[src/rtl/rpvg_pkg.sv]
// Shared types, constants and helpers for the regular polygon vertex generator.
// No dependencies.
package rpvg_pkg;

  localparam int unsigned COUNT_W      = 7;
  localparam int unsigned RADIUS_W     = 10;
  localparam int unsigned START_W      = 16;
  localparam int unsigned COORD_W      = 11;
  localparam int unsigned INDEX_W      = 6;
  localparam int unsigned IN_DATA_W    = 40;
  localparam int unsigned OUT_DATA_W   = 32;
  localparam int unsigned Q15_W        = 16;
  localparam int unsigned PHASE_BITS   = 20;
  localparam int unsigned CORDIC_STEPS = 18;
  localparam int unsigned ITER_W       = 5;
  localparam int unsigned CORD_W       = 32;
  localparam int unsigned ZACC_W       = 20;
  localparam int unsigned REM_W        = 8;

  localparam logic signed [CORD_W-1:0] GAIN_INIT = 32'sd652032874;

  typedef struct packed {
    logic signed [Q15_W-1:0] cos_q15;
    logic signed [Q15_W-1:0] sin_q15;
  } sincos_t;

  typedef enum logic [5:0] {
    ST_IDLE   = 6'b000001,
    ST_DIV    = 6'b000010,
    ST_CORDIC = 6'b000100,
    ST_MULX   = 6'b001000,
    ST_MULY   = 6'b010000,
    ST_EMIT   = 6'b100000
  } seq_state_e;

  // atan(2^-i) in 2^20 units per turn
  function automatic logic signed [ZACC_W-1:0] atan_units(input logic [ITER_W-1:0] idx);
    logic signed [ZACC_W-1:0] v;
    unique case (idx)
      5'd0:    v = 20'sd131072;
      5'd1:    v = 20'sd77376;
      5'd2:    v = 20'sd40884;
      5'd3:    v = 20'sd20753;
      5'd4:    v = 20'sd10416;
      5'd5:    v = 20'sd5213;
      5'd6:    v = 20'sd2607;
      5'd7:    v = 20'sd1304;
      5'd8:    v = 20'sd652;
      5'd9:    v = 20'sd326;
      5'd10:   v = 20'sd163;
      5'd11:   v = 20'sd81;
      5'd12:   v = 20'sd41;
      5'd13:   v = 20'sd20;
      5'd14:   v = 20'sd10;
      5'd15:   v = 20'sd5;
      5'd16:   v = 20'sd3;
      5'd17:   v = 20'sd1;
      default: v = 20'sd0;
    endcase
    return v;
  endfunction

  function automatic logic signed [Q15_W-1:0] sat_q15(input logic signed [17:0] v);
    logic signed [Q15_W-1:0] r;
    if (v > 18'sd32767) begin
      r = 16'sd32767;
    end else if (v < -18'sd32767) begin
      r = -16'sd32767;
    end else begin
      r = v[Q15_W-1:0];
    end
    return r;
  endfunction

endpackage

[src/rtl/rpvg_divider.sv]
// Restoring radix-2 divider, one quotient bit per cycle, for the angle step.
// Depends on rpvg_pkg.
module rpvg_divider #(
  parameter int unsigned NUM_W = 17
) (
  input  logic                               clk_i,
  input  logic                               rst_ni,
  input  logic                               start_i,
  input  logic [NUM_W-1:0]                   num_i,
  input  logic [rpvg_pkg::COUNT_W-1:0]       den_i,
  output logic                               done_o,
  output logic [NUM_W-1:0]                   quot_o
);

  localparam int unsigned CNT_W = $clog2(NUM_W + 1);

  logic                          busy_q, done_q;
  logic [CNT_W-1:0]              cnt_q;
  logic [NUM_W-1:0]              num_q, quot_q;
  logic [rpvg_pkg::REM_W-1:0]    rem_q;
  logic [rpvg_pkg::COUNT_W-1:0]  den_q;

  logic [rpvg_pkg::REM_W-1:0]    rem_sh, rem_nx, den_ext;
  logic                          ge;

  assign den_ext = {1'b0, den_q};
  assign rem_sh  = {rem_q[rpvg_pkg::REM_W-2:0], num_q[NUM_W-1]};
  assign ge      = rem_sh >= den_ext;
  assign rem_nx  = ge ? rem_sh - den_ext : rem_sh;

  always_ff @(posedge clk_i or negedge rst_ni) begin
    if (!rst_ni) begin
      busy_q <= 1'b0;
      done_q <= 1'b0;
      cnt_q  <= '0;
    end else begin
      done_q <= 1'b0;
      if (start_i) begin
        busy_q <= 1'b1;
        cnt_q  <= CNT_W'(NUM_W);
      end else if (busy_q) begin
        cnt_q <= cnt_q - CNT_W'(1);
        if (cnt_q == CNT_W'(1)) begin
          busy_q <= 1'b0;
          done_q <= 1'b1;
        end
      end
    end
  end

  always_ff @(posedge clk_i) begin
    if (start_i) begin
      num_q  <= num_i;
      den_q  <= den_i;
      rem_q  <= '0;
      quot_q <= '0;
    end else if (busy_q) begin
      num_q  <= {num_q[NUM_W-2:0], 1'b0};
      rem_q  <= rem_nx;
      quot_q <= {quot_q[NUM_W-2:0], ge};
    end
  end

  assign done_o = done_q;
  assign quot_o = quot_q;

endmodule

[src/rtl/rpvg_cordic.sv]
// Iterative rotation-mode CORDIC, one micro-rotation per cycle, Q1.15 sin/cos.
// Depends on rpvg_pkg.
module rpvg_cordic (
  input  logic                                clk_i,
  input  logic                                rst_ni,
  input  logic                                start_i,
  input  logic [rpvg_pkg::PHASE_BITS-1:0]     phase_i,
  output logic                                done_o,
  output rpvg_pkg::sincos_t                   result_o
);

  localparam int unsigned CW = rpvg_pkg::CORD_W;
  localparam int unsigned ZW = rpvg_pkg::ZACC_W;
  localparam int unsigned IW = rpvg_pkg::ITER_W;

  logic                 busy_q, done_q;
  logic [IW-1:0]        iter_q;
  logic signed [CW-1:0] x_q, y_q;
  logic signed [ZW-1:0] z_q;
  logic [1:0]           quad_q;

  logic signed [CW-1:0] dx, dy;
  logic signed [ZW-1:0] atn;
  logic signed [CW:0]   xr_sum, yr_sum;
  logic signed [17:0]   xr, yr;
  logic signed [rpvg_pkg::Q15_W-1:0] c_q15, s_q15;

  assign dx  = y_q >>> iter_q;
  assign dy  = x_q >>> iter_q;
  assign atn = rpvg_pkg::atan_units(iter_q);

  always_ff @(posedge clk_i or negedge rst_ni) begin
    if (!rst_ni) begin
      busy_q <= 1'b0;
      done_q <= 1'b0;
      iter_q <= '0;
    end else begin
      done_q <= 1'b0;
      if (start_i) begin
        busy_q <= 1'b1;
        iter_q <= '0;
      end else if (busy_q) begin
        iter_q <= iter_q + IW'(1);
        if (iter_q == IW'(rpvg_pkg::CORDIC_STEPS - 1)) begin
          busy_q <= 1'b0;
          done_q <= 1'b1;
        end
      end
    end
  end

  always_ff @(posedge clk_i) begin
    if (start_i) begin
      x_q    <= rpvg_pkg::GAIN_INIT;
      y_q    <= '0;
      z_q    <= $signed({2'b00, phase_i[rpvg_pkg::PHASE_BITS-3:0]});
      quad_q <= phase_i[rpvg_pkg::PHASE_BITS-1 -: 2];
    end else if (busy_q) begin
      if (!z_q[ZW-1]) begin
        x_q <= x_q - dx;
        y_q <= y_q + dy;
        z_q <= z_q - atn;
      end else begin
        x_q <= x_q + dx;
        y_q <= y_q - dy;
        z_q <= z_q + atn;
      end
    end
  end

  // round half up to Q1.15
  assign xr_sum = {x_q[CW-1], x_q} + (CW+1)'(16384);
  assign yr_sum = {y_q[CW-1], y_q} + (CW+1)'(16384);
  assign xr     = xr_sum[CW:15];
  assign yr     = yr_sum[CW:15];
  assign c_q15  = rpvg_pkg::sat_q15(xr);
  assign s_q15  = rpvg_pkg::sat_q15(yr);

  always_comb begin
    unique case (quad_q)
      2'd0: begin
        result_o.cos_q15 = c_q15;
        result_o.sin_q15 = s_q15;
      end
      2'd1: begin
        result_o.cos_q15 = -s_q15;
        result_o.sin_q15 = c_q15;
      end
      2'd2: begin
        result_o.cos_q15 = -c_q15;
        result_o.sin_q15 = -s_q15;
      end
      default: begin
        result_o.cos_q15 = s_q15;
        result_o.sin_q15 = -c_q15;
      end
    endcase
  end

  assign done_o = done_q;

endmodule

[src/rtl/regular_polygon_vertex_generator.sv]
// Regular polygon vertex generator: top level with the per-vertex sequencer.
// Depends on rpvg_pkg, rpvg_divider and rpvg_cordic.
//
// One request beat (count, radius, start angle) produces count vertex beats, the
// last one flagged by tlast; a count of zero produces none and a count above
// MAX_VERTICES is clipped. The block takes one request at a time. After the
// request is taken, the angle step is found by a bit-serial divider; then each
// vertex runs through the iterative CORDIC, a capture of its sin/cos, the
// shared radius multiplier (x, then y) and a load into the output register,
// which waits while that register holds a vertex not yet taken. A vertex waits
// in the output register while the next one is computed; the next request is
// taken as soon as the last vertex is loaded.
module regular_polygon_vertex_generator #(
  parameter int unsigned MAX_VERTICES = 64,
  parameter int unsigned ANGLE_BITS   = 16
) (
  input  logic                                clk_i,
  input  logic                                rst_ni,
  input  logic                                s_axis_tvalid,
  output logic                                s_axis_tready,
  // [6:0] vertex_count, [16:7] shape_radius, [32:17] start_turn, [39:33] zero
  input  logic [rpvg_pkg::IN_DATA_W-1:0]      s_axis_tdata,
  output logic                                m_axis_tvalid,
  input  logic                                m_axis_tready,
  // [10:0] vertex_x, [21:11] vertex_y, [27:22] vertex_index, [31:28] zero
  output logic [rpvg_pkg::OUT_DATA_W-1:0]     m_axis_tdata,
  // last_vertex
  output logic                                m_axis_tlast
);

  localparam int unsigned CNT_W  = rpvg_pkg::COUNT_W;
  localparam int unsigned RAD_W  = rpvg_pkg::RADIUS_W;
  localparam int unsigned STW    = rpvg_pkg::START_W;
  localparam int unsigned XW     = rpvg_pkg::COORD_W;
  localparam int unsigned QW     = rpvg_pkg::Q15_W;
  localparam int unsigned PB     = rpvg_pkg::PHASE_BITS;
  localparam int unsigned NUM_W  = ANGLE_BITS + 1;
  localparam int unsigned PROD_W = RAD_W + QW + 1;

  rpvg_pkg::seq_state_e state_q, state_d;

  logic [CNT_W-1:0]      count_q, counter_q;
  logic [RAD_W-1:0]      radius_q;
  logic [ANGLE_BITS-1:0] accum_q, step_q;
  logic signed [QW-1:0]  cq_q, sq_q;
  logic signed [PROD_W-1:0] prod_q;
  logic signed [XW-1:0]  vx_q;
  logic                  out_valid_q;
  logic [rpvg_pkg::OUT_DATA_W-1:0] out_data_q;
  logic                  out_last_q;

  logic                  in_fire, out_fire, emit, is_last;
  logic [CNT_W-1:0]      count_in, count_sat;
  logic [RAD_W-1:0]      radius_in;
  logic [STW-1:0]        start_in;
  logic [ANGLE_BITS+STW-1:0] start_wide;
  logic [ANGLE_BITS-1:0] accum_load, accum_next, phase_src;
  logic [ANGLE_BITS+PB-1:0]  phase_wide;
  logic [NUM_W-1:0]      div_num, div_quot;
  logic                  div_start, div_done, cor_start, cor_done;
  rpvg_pkg::sincos_t     cor_res;
  logic signed [QW-1:0]  mul_op;
  logic signed [PROD_W-1:0] prod_d;
  logic signed [XW-1:0]  vy;

  function automatic logic signed [XW-1:0] scale_round(input logic signed [PROD_W-1:0] p);
    logic signed [PROD_W:0]         s;
    logic signed [PROD_W-15:0]      v;
    logic signed [XW-1:0]           r;
    s = {p[PROD_W-1], p} + (PROD_W+1)'(16384);
    v = s[PROD_W:15];
    if (v > (PROD_W-14)'(1023)) begin
      r = 11'sd1023;
    end else if (v < -(PROD_W-14)'(1023)) begin
      r = -11'sd1023;
    end else begin
      r = v[XW-1:0];
    end
    return r;
  endfunction

  assign count_in  = s_axis_tdata[CNT_W-1:0];
  assign radius_in = s_axis_tdata[CNT_W +: RAD_W];
  assign start_in  = s_axis_tdata[CNT_W+RAD_W +: STW];
  assign count_sat = (count_in > CNT_W'(MAX_VERTICES)) ? CNT_W'(MAX_VERTICES) : count_in;

  assign start_wide = {start_in, {ANGLE_BITS{1'b0}}} >> STW;
  assign accum_load = start_wide[ANGLE_BITS-1:0];

  assign s_axis_tready = (state_q == rpvg_pkg::ST_IDLE);
  assign in_fire       = s_axis_tvalid && s_axis_tready;
  assign out_fire      = out_valid_q && m_axis_tready;

  assign div_num   = {1'b1, {ANGLE_BITS{1'b0}}} + NUM_W'(count_sat >> 1);
  assign div_start = in_fire && (count_sat != '0);

  assign accum_next = accum_q + step_q;
  assign is_last    = (counter_q + CNT_W'(1)) == count_q;
  assign emit       = (state_q == rpvg_pkg::ST_EMIT) && (!out_valid_q || m_axis_tready);

  assign phase_src  = (state_q == rpvg_pkg::ST_EMIT) ? accum_next : accum_q;
  assign phase_wide = {phase_src, {PB{1'b0}}} >> ANGLE_BITS;
  assign cor_start  = ((state_q == rpvg_pkg::ST_DIV) && div_done) || (emit && !is_last);

  assign mul_op = (state_q == rpvg_pkg::ST_MULX) ? cq_q : sq_q;
  assign prod_d = $signed({{(QW+1){1'b0}}, radius_q}) * $signed({{(RAD_W+1){mul_op[QW-1]}}, mul_op});
  assign vy     = scale_round(prod_q);

  rpvg_divider #(
    .NUM_W (NUM_W)
  ) u_div (
    .clk_i   (clk_i),
    .rst_ni  (rst_ni),
    .start_i (div_start),
    .num_i   (div_num),
    .den_i   (count_sat),
    .done_o  (div_done),
    .quot_o  (div_quot)
  );

  rpvg_cordic u_cordic (
    .clk_i    (clk_i),
    .rst_ni   (rst_ni),
    .start_i  (cor_start),
    .phase_i  (phase_wide[PB-1:0]),
    .done_o   (cor_done),
    .result_o (cor_res)
  );

  always_comb begin
    state_d = state_q;
    unique case (state_q)
      rpvg_pkg::ST_IDLE: begin
        if (div_start) begin
          state_d = rpvg_pkg::ST_DIV;
        end
      end
      rpvg_pkg::ST_DIV: begin
        if (div_done) begin
          state_d = rpvg_pkg::ST_CORDIC;
        end
      end
      rpvg_pkg::ST_CORDIC: begin
        if (cor_done) begin
          state_d = rpvg_pkg::ST_MULX;
        end
      end
      rpvg_pkg::ST_MULX: state_d = rpvg_pkg::ST_MULY;
      rpvg_pkg::ST_MULY: state_d = rpvg_pkg::ST_EMIT;
      rpvg_pkg::ST_EMIT: begin
        if (emit) begin
          state_d = is_last ? rpvg_pkg::ST_IDLE : rpvg_pkg::ST_CORDIC;
        end
      end
      default: state_d = rpvg_pkg::ST_IDLE;
    endcase
  end

  always_ff @(posedge clk_i or negedge rst_ni) begin
    if (!rst_ni) begin
      state_q     <= rpvg_pkg::ST_IDLE;
      out_valid_q <= 1'b0;
      counter_q   <= '0;
      count_q     <= '0;
      accum_q     <= '0;
      step_q      <= '0;
    end else begin
      state_q <= state_d;
      if (emit) begin
        out_valid_q <= 1'b1;
      end else if (out_fire) begin
        out_valid_q <= 1'b0;
      end
      if (in_fire) begin
        count_q   <= count_sat;
        counter_q <= '0;
        accum_q   <= accum_load;
        step_q    <= '0;
      end else begin
        if ((state_q == rpvg_pkg::ST_DIV) && div_done) begin
          step_q <= div_quot[ANGLE_BITS-1:0];
        end
        if (emit) begin
          accum_q   <= accum_next;
          counter_q <= counter_q + CNT_W'(1);
        end
      end
    end
  end

  always_ff @(posedge clk_i) begin
    if (in_fire) begin
      radius_q <= radius_in;
    end
    if ((state_q == rpvg_pkg::ST_CORDIC) && cor_done) begin
      cq_q <= cor_res.cos_q15;
      sq_q <= cor_res.sin_q15;
    end
    if ((state_q == rpvg_pkg::ST_MULX) || (state_q == rpvg_pkg::ST_MULY)) begin
      prod_q <= prod_d;
    end
    if (state_q == rpvg_pkg::ST_MULY) begin
      vx_q <= scale_round(prod_q);
    end
    if (emit) begin
      out_data_q <= {4'b0000, counter_q[rpvg_pkg::INDEX_W-1:0], vy, vx_q};
      out_last_q <= is_last;
    end
  end

  assign m_axis_tvalid = out_valid_q;
  assign m_axis_tdata  = out_data_q;
  assign m_axis_tlast  = out_last_q;

endmodule
[config.mk]
export PLATFORM = sky130hd
export DESIGN_NAME = regular_polygon_vertex_generator
export DESIGN_NICKNAME = d
export VERILOG_FILES = /design/src/rtl/rpvg_pkg.sv /design/src/rtl/rpvg_divider.sv /design/src/rtl/rpvg_cordic.sv /design/src/rtl/regular_polygon_vertex_generator.sv
export SDC_FILE = /design/constraint.sdc
export NUM_CORES = 2
export LEC_CHECK = 0
export BUFFER_PORTS_ARGS = -buffer_cell sky130_fd_sc_hd__clkbuf_2
export CAP_MARGIN = 15
export CORE_ASPECT_RATIO = 0.7
export CORE_MARGIN = 5
export CORE_UTILIZATION = 67
export DETAILED_ROUTE_END_ITERATION = 10
export PLACE_DENSITY = 0.87
export SLEW_MARGIN = 0
export SYNTH_ARGS = -nofsm -noshare
export SYNTH_HDL_FRONTEND = slang
export SYNTH_SLANG_ARGS = --single-unit
[constraint.sdc]
create_clock -name clk_i -period 14.45 [get_ports clk_i]
set_input_delay 0.7225 -clock clk_i [delete_from_list [all_inputs] [get_ports clk_i]]
set_output_delay 0.7225 -clock clk_i [all_outputs]
set_load 0.01 [all_outputs]
=== Word-level counts from Yosys, hierarchy flattened ===
Memories as Yosys holds them, arrays and structs flattened.
Cells that the tools add are included.
W data, S select, Z words.

* Multiply operators: 1
* Bitwise logic cells: 0
* $add $sub $neg: 17
* Reductions and logical operators: 20
* Muxes and demuxes: 48
* Shifts and indexed selects: 2
* Order comparisons: 8
* Eq/ne operators: 15
* Div/mod/pow operators: 0

{| class="wikitable"
|+ Operator list
! operator !! number
|-
| $mux W16 || 10
|-
| $pmux W32 S3 || 1
|-
| $add A32 B16 Y33 const B || 2
|-
| $add A32 B32 Y32 || 2
|-
| $mux W32 || 2
|-
| $sshr A32 B5 Y32 || 2
|-
| $sub A32 B32 Y32 || 2
|-
| $gt A18 B16 Y1 const B || 2
|-
| $lt A18 B16 Y1 const B || 2
|-
| $mux W18 || 2
|-
| $pmux W6 S6 || 1
|-
| $mux W17 || 2
|-
| $neg A16 Y16 || 2
|-
| $add A27 B16 Y28 const B || 1
|-
| $mux W7 || 4
|-
| $mul A11 B16 Y27 || 1
|-
| $mux W6 || 4
|-
| $mux W11 || 2
|-
| $add A20 B20 Y20 || 1
|-
| $mux W20 || 1
|-
| $mux W5 || 4
|-
| $sub A20 B20 Y20 || 1
|-
| $add A17 B6 Y17 const A || 1
|-
| $add A16 B16 Y16 || 1
|-
| other kinds (30) || 58
|}

* Bits of input ports: 44
* Bits in latches: 0
* Memories: 1
* Bits in writable memories: 0
* Output and inout port bits: 35
* ROM bits: 576
* Flip-flop bits (word level): 309

{| class="wikitable"
|+ Memory list
! memory !! depth !! bits a word !! read ports !! clocked after memory_dff !! write ports !! line !! text
|-
| (name not given) || 32 || 18 || 1 || 0 || 0 || rpvg_pkg.sv:39 || <nowiki>unique case (idx)</nowiki>
|}

=== Logic depth before layout (Yosys ltp) ===
* Depth after elaboration: 6
* Gate-level depth with buffers: 29
* Gate-level depth less buffers: 28

=== Modules after synthesis ===
Synthesis repeated with hierarchy kept, for this count alone.

* Cell total of the unflattened synthesis: 3592
* Area total of the unflattened synthesis: 31919.4 sq um

{| class="wikitable"
|+ By module, submodules not included
! module !! cells an instance !! times used !! area each (sq um)
|-
| rpvg_cordic || 2145 || 1 || 16902.5
|-
| regular_polygon_vertex_generator || 1218 || 1 || 12378.1
|-
| rpvg_divider || 229 || 1 || 2638.8
|}

=== Worst setup path after synthesis ===
Ideal clock, no wire load.

* Path kind: reg-to-reg
* Start point: register state_q[2]
* End point: register prod_q[22], data pin
* Buffers on the path: 1
* Required time: 14192 ps
* Arrival: 6286 ps
* Path slack: 7906 ps
* Stages on the path, launching flop included: 26
* Library setup time: 258 ps
* Path through: dfrtp_1 -> nor4b_1 -> nand2_1 -> inv_1 -> buf_1 -> nand2_1 -> nand2_1 -> nand2_1 -> fa_1 -> inv_1 -> fa_1 -> fa_1 -> fa_1 -> inv_1 -> fa_1 -> inv_1 -> ha_1 -> nand3_1 -> or2_2 -> o221ai_1 -> nor4_1 -> o31ai_1 -> o21ai_0 -> nand2b_1 -> a21oi_1 -> xnor2_1

* Cells in the longest elaborated chain, start to end: 3

{| class="wikitable"
|+ RTL lines
! element !! line !! text
|-
| from (decl) || regular_polygon_vertex_generator.sv:40 || <nowiki>rpvg_pkg::seq_state_e state_q, state_d;</nowiki>
|-
| from (signal assigned) || regular_polygon_vertex_generator.sv:161 || <nowiki>state_q <= rpvg_pkg::ST_IDLE;</nowiki>
|-
| from (signal assigned) || regular_polygon_vertex_generator.sv:168 || <nowiki>state_q <= state_d;</nowiki>
|-
| $eq A6 B4 Y1 || regular_polygon_vertex_generator.sv:105 || <nowiki>assign mul_op = (state_q == rpvg_pkg::ST_MULX) ? cq_q : sq_q;</nowiki>
|-
| $mux W16 || regular_polygon_vertex_generator.sv:105 ||
|-
| $mul A11 B16 Y27 || regular_polygon_vertex_generator.sv:106 || <nowiki>assign prod_d = $signed({{(QW+1){1'b0}}, radius_q}) * $signed({{(RAD_W+1){mul_op[QW-1]}}, mul_op});</nowiki>
|-
| named net prod_d[22] || regular_polygon_vertex_generator.sv:63 || <nowiki>logic signed [PROD_W-1:0] prod_d;</nowiki>
|-
| to (signal assigned) || regular_polygon_vertex_generator.sv:200 || <nowiki>prod_q <= prod_d;</nowiki>
|-
| to (decl) || regular_polygon_vertex_generator.sv:46 || <nowiki>logic signed [PROD_W-1:0] prod_q;</nowiki>
|}

The timed path passes the listed nets, and every way through them passes these cells.
A chain may end at the register's enable or synchronous reset.

=== Final worst setup path ===
Ends and elaborated chain as after synthesis.

==> summary.md <==
The run finished with clean final reports. The layout has 3266 filler cells. From bottom edge to top edge, the die measures 190 µm. Share of post-route cells with drive strength above 1: 0.0877. The logs give 97 for the count of cell types in the netlist and 31 for the CTS buffer count. The run gives 0.682 as the starting utilization of the core area.

The most repeated library cell on the critical path was sky130_fd_sc_hd__fa_1. For this run, the post-layout net count is 3857. The path class of the tightest hold or removal check is in2reg. Across all register-to-register paths, the minimum setup slack is 5920 ps. Critical hold path startpoint: s_axis_tdata[9]. The detailed-router iteration count before antenna repair was 7.

The longest clock path from root to sink contains 3 buffers. The critical path is of the reg2reg type. The minimum period implied by the final worst setup slack is 8530 ps. For this run, design rule violations remaining after detail routing come to 0.

Fraction of registers with async set or reset after synthesis: 0.227. The sequential fraction of the synthesis area is 0.245, and the post-detailed-route wirelength per cell is 21.6 µm. For the combined global-route utilization of all metal layers, the log shows 0.340.

In the final layout, the multi-input gates occupy 0.0214 mm². Number of antenna violations at the first check in global routing: 2. During I/O placement, the number of pins put on the boundary was 79.

The run gives 0.00761 mm² as the area of all sequential standard cells. The worst slew margin relative to its limit came out at 0.223. The tools report the post-place instance area as 0.0314 mm². The number of cell rows came out at 65. The post-CTS repair timing setup buffer count was 0. For this design, the CTS-stage hold fixing added 0 buffers.

The worst setup path is launched from a register. The hold-critical path depth was 1. The logs give 4156 for the number of DRC violations after detailed-routing iteration 0 and 88900 µm for the routed wire length.

The signal on the critical path passes through nor4b_1 > nand2_1 > inv_1 > nand2_1 > nand2_1 > nand2_1 > fa_1 > inv_1 > fa_1 > fa_1 > fa_1 > inv_1 > fa_1 > inv_1 > ha_1 > nand3_1 > or2_2 > nor3_1 > nor4_1 > o31ai_1 > o21ai_0 > nand2b_1 > a21oi_1 > xnor2_1. Leading cell type in the layout, fill and taps excluded: sky130_fd_sc_hd__nand2_1. In this run the critical register-to-register path is captured at prod_q[22]$_DFFE_PP_.

The number of synthesized register bits was 295; the clock edge transition at the registers on the reported setup and hold paths was 70 ps. For the worst setup path, the data required time is 14790 ps. The later pin in the worst-skew pair is clocked with a latency of 640 ps. Worst-path maximum fanout: 18. sky130_fd_sc_hd__edfxtp_1 takes more of the synthesized area than any other cell. Summing every instance area after synthesis gives 0.0309 mm². TritonCTS built the clock tree. Once the clock tree was built, the resizer swapped 0 gates to a different size. The placeable core area is 0.0454 mm², and the H-tree depth reported by CTS is 1.

Summed over all failing endpoints, the final setup total negative slack is 0 ps. In the synthesized netlist, the number of instances is 3567. For the number of nets with antenna violations after detailed routing, the log shows 0. The max-slew violation total from the final report was 0. The reg-to-reg critical path startpoint was state_q[2]$_DFFE_PN0P_. The number of buffer and inverter stages on the critical path was 4. The width of the die was 267 µm. At the end of routability-driven placement, the weighted congestion stood at 1.07.

The largest incremental delay on the critical path was 760 ps. The worst setup path is captured at a register. STA puts the critical path data arrival time at 8870 ps.

The tools report the final count of hold timing violations as 0. Total die area: 0.0506 mm². The largest delay contributor family on the critical path is adder cells. After synthesis, the mean cell area works out to 8.67 µm². The share of the core filled with cells was 0.714; the final period utilization was 0.591. Counting flops with a built-in enable in the synthesized netlist gives 135. The worst hold margin is 263 ps. After routing the design area is 0.0324 mm².

The number of cells on the worst reg-to-reg path was 24; the number of buffers added on ports was 67. The number of vias per cell came out at 6.72. The tool flagged a number of max-cap violations equal to 0. The final-report setup violation count came out at 0.

After synthesis, the cell types taking the most area are sky130_fd_sc_hd__edfxtp_1, sky130_fd_sc_hd__fa_1, sky130_fd_sc_hd__ha_1. The tree is rooted in a sky130_fd_sc_hd__clkbuf_16. The placed wire-length estimate was 63900 µm. The run gives 0 as the total congestion overflow. The slew at the pin closest to its max-slew limit is 1160 ps, and the number of clock sinks seen by CTS is 295. The run gives 49.7 ps as the clock skew. The top cell types in the final layout, fill and taps aside, are sky130_fd_sc_hd__nand2_1, sky130_fd_sc_hd__nor2_1, sky130_fd_sc_hd__inv_1. The first global-routing pass estimated 141000 µm of wire. For hold timing, the worst endpoint is radius_q[2]$_DFFE_PP_.

The routed layout has 27700 vias. Entering global routing, the biggest net connects 84 pins. The slowest stage of the critical path belongs to the cell sky130_fd_sc_hd__o31ai_1.

Timing would allow up to 0.117 GHz. Yosys printed 0 warnings. The count of antenna diodes in the layout was 0.

Setup repair after global routing left no endpoint under its margin. In the synthesized netlist the dominant register cell turns out to be sky130_fd_sc_hd__edfxtp_1. The area added between synthesis and finish was 4.76%; the area fraction of the dominant cell type after synthesis was 0.131. The number of global-route vias before repair came out at 25500.
kinds of logic after synthesis:
kind of cell,after synthesis,synth area share
compound gates,767,0.160
xor+xnor,243,0.0688
fa+ha+maj,327,0.168
buf+inv,496,0.0637
flops,295,0.245
mux,230,0.109
other cells,1,0.000121
simple gates,1208,0.184
flip-flops by register name, indices dropped and copies added (netlist names), 2 cells and up:
name / count
accum_q: 16
count_q: 7
counter_q: 7
cq_q: 16
m_axis_tdata: 28
prod_q: 13
radius_q: 10
sq_q: 16
state_q: 6
step_q: 16
u_cordic.iter_q: 5
u_cordic.quad_q: 2
u_cordic.x_q: 32
u_cordic.y_q: 32
u_cordic.z_q: 20
u_div.cnt_q: 5
u_div.den_q: 7
u_div.num_q: 17
u_div.quot_o: 16
u_div.rem_q: 7
vx_q: 11
how the worst max path moves through the flow:
stage / from / slack (ps) / end / cells after the start
3_3_place_gp: state_q[2]$_DFFE_PN0P_ / 6350 / prod_q[22]$_DFFE_PP_ / 24
4_1_cts: state_q[2]$_DFFE_PN0P_ / 6050 / prod_q[22]$_DFFE_PP_ / 24
6_report: state_q[2]$_DFFE_PN0P_ / 5920 / prod_q[22]$_DFFE_PP_ / 24
5_1_grt: state_q[2]$_DFFE_PN0P_ / 5500 / prod_q[22]$_DFFE_PP_ / 24
2_1_floorplan: state_q[2]$_DFFE_PN0P_ / 7910 / prod_q[22]$_DFFE_PP_ / 25
3_5_place_dp: state_q[2]$_DFFE_PN0P_ / 6190 / prod_q[22]$_DFFE_PP_ / 24
final cells by class:
| type | count | area share |
|---|---|---|
| Multi-Input combinational cell | 2779 | 0.660 |
| Sequential cell | 295 | 0.235 |
| Inverter | 283 | 0.0328 |
| Clock buffer | 37 | 0.0246 |
| Tap cell | 603 | 0.0233 |
| Timing Repair Buffer | 96 | 0.0171 |
| Clock inverter | 20 | 0.00714 |
routing by layer:
metal | GRT usage | vias to the layer above | wire (µm)
met2 | 0.491 | 1835 | 37300
met4 | 0.0795 | 4 | 2400
met5 | 0 | - | 26
met1 | 0.508 | 13200 | 36500
li1 | - | 12400 | -
met3 | 0.0995 | 214 | 12700
cells in the mapped netlist (28+ instances only):
master / instances
sky130_fd_sc_hd__nor3_1: 71
sky130_fd_sc_hd__nand2_1: 420
sky130_fd_sc_hd__inv_1: 278
sky130_fd_sc_hd__a211oi_1: 28
sky130_fd_sc_hd__fa_1: 149
sky130_fd_sc_hd__mux2i_1: 114
sky130_fd_sc_hd__edfxtp_1: 135
sky130_fd_sc_hd__nand3_1: 75
sky130_fd_sc_hd__clkbuf_1: 153
sky130_fd_sc_hd__xor2_1: 89
sky130_fd_sc_hd__a21oi_1: 213
sky130_fd_sc_hd__mux2_2: 32
sky130_fd_sc_hd__and2_1: 118
sky130_fd_sc_hd__and3_1: 42
sky130_fd_sc_hd__a21o_1: 39
sky130_fd_sc_hd__dfrtp_1: 66
sky130_fd_sc_hd__ha_1: 178
sky130_fd_sc_hd__mux4_2: 82
sky130_fd_sc_hd__dfxtp_1: 93
sky130_fd_sc_hd__nand2b_1: 39
sky130_fd_sc_hd__a31oi_1: 45
sky130_fd_sc_hd__o22ai_1: 32
sky130_fd_sc_hd__nor2_1: 298
sky130_fd_sc_hd__xnor2_1: 154
sky130_fd_sc_hd__o21ai_0: 167
stage by stage:
step	setup WS, ps	std cells
after global routing	5500	4113
after floorplan	7910	3570
after detailed placement	6190	4056
after CTS	6050	4113
final	5920	4113
after global placement	6350	4056
Power is not shown: default switching activity piles up to over one toggle a cycle in this logic, so the estimate is an artifact.
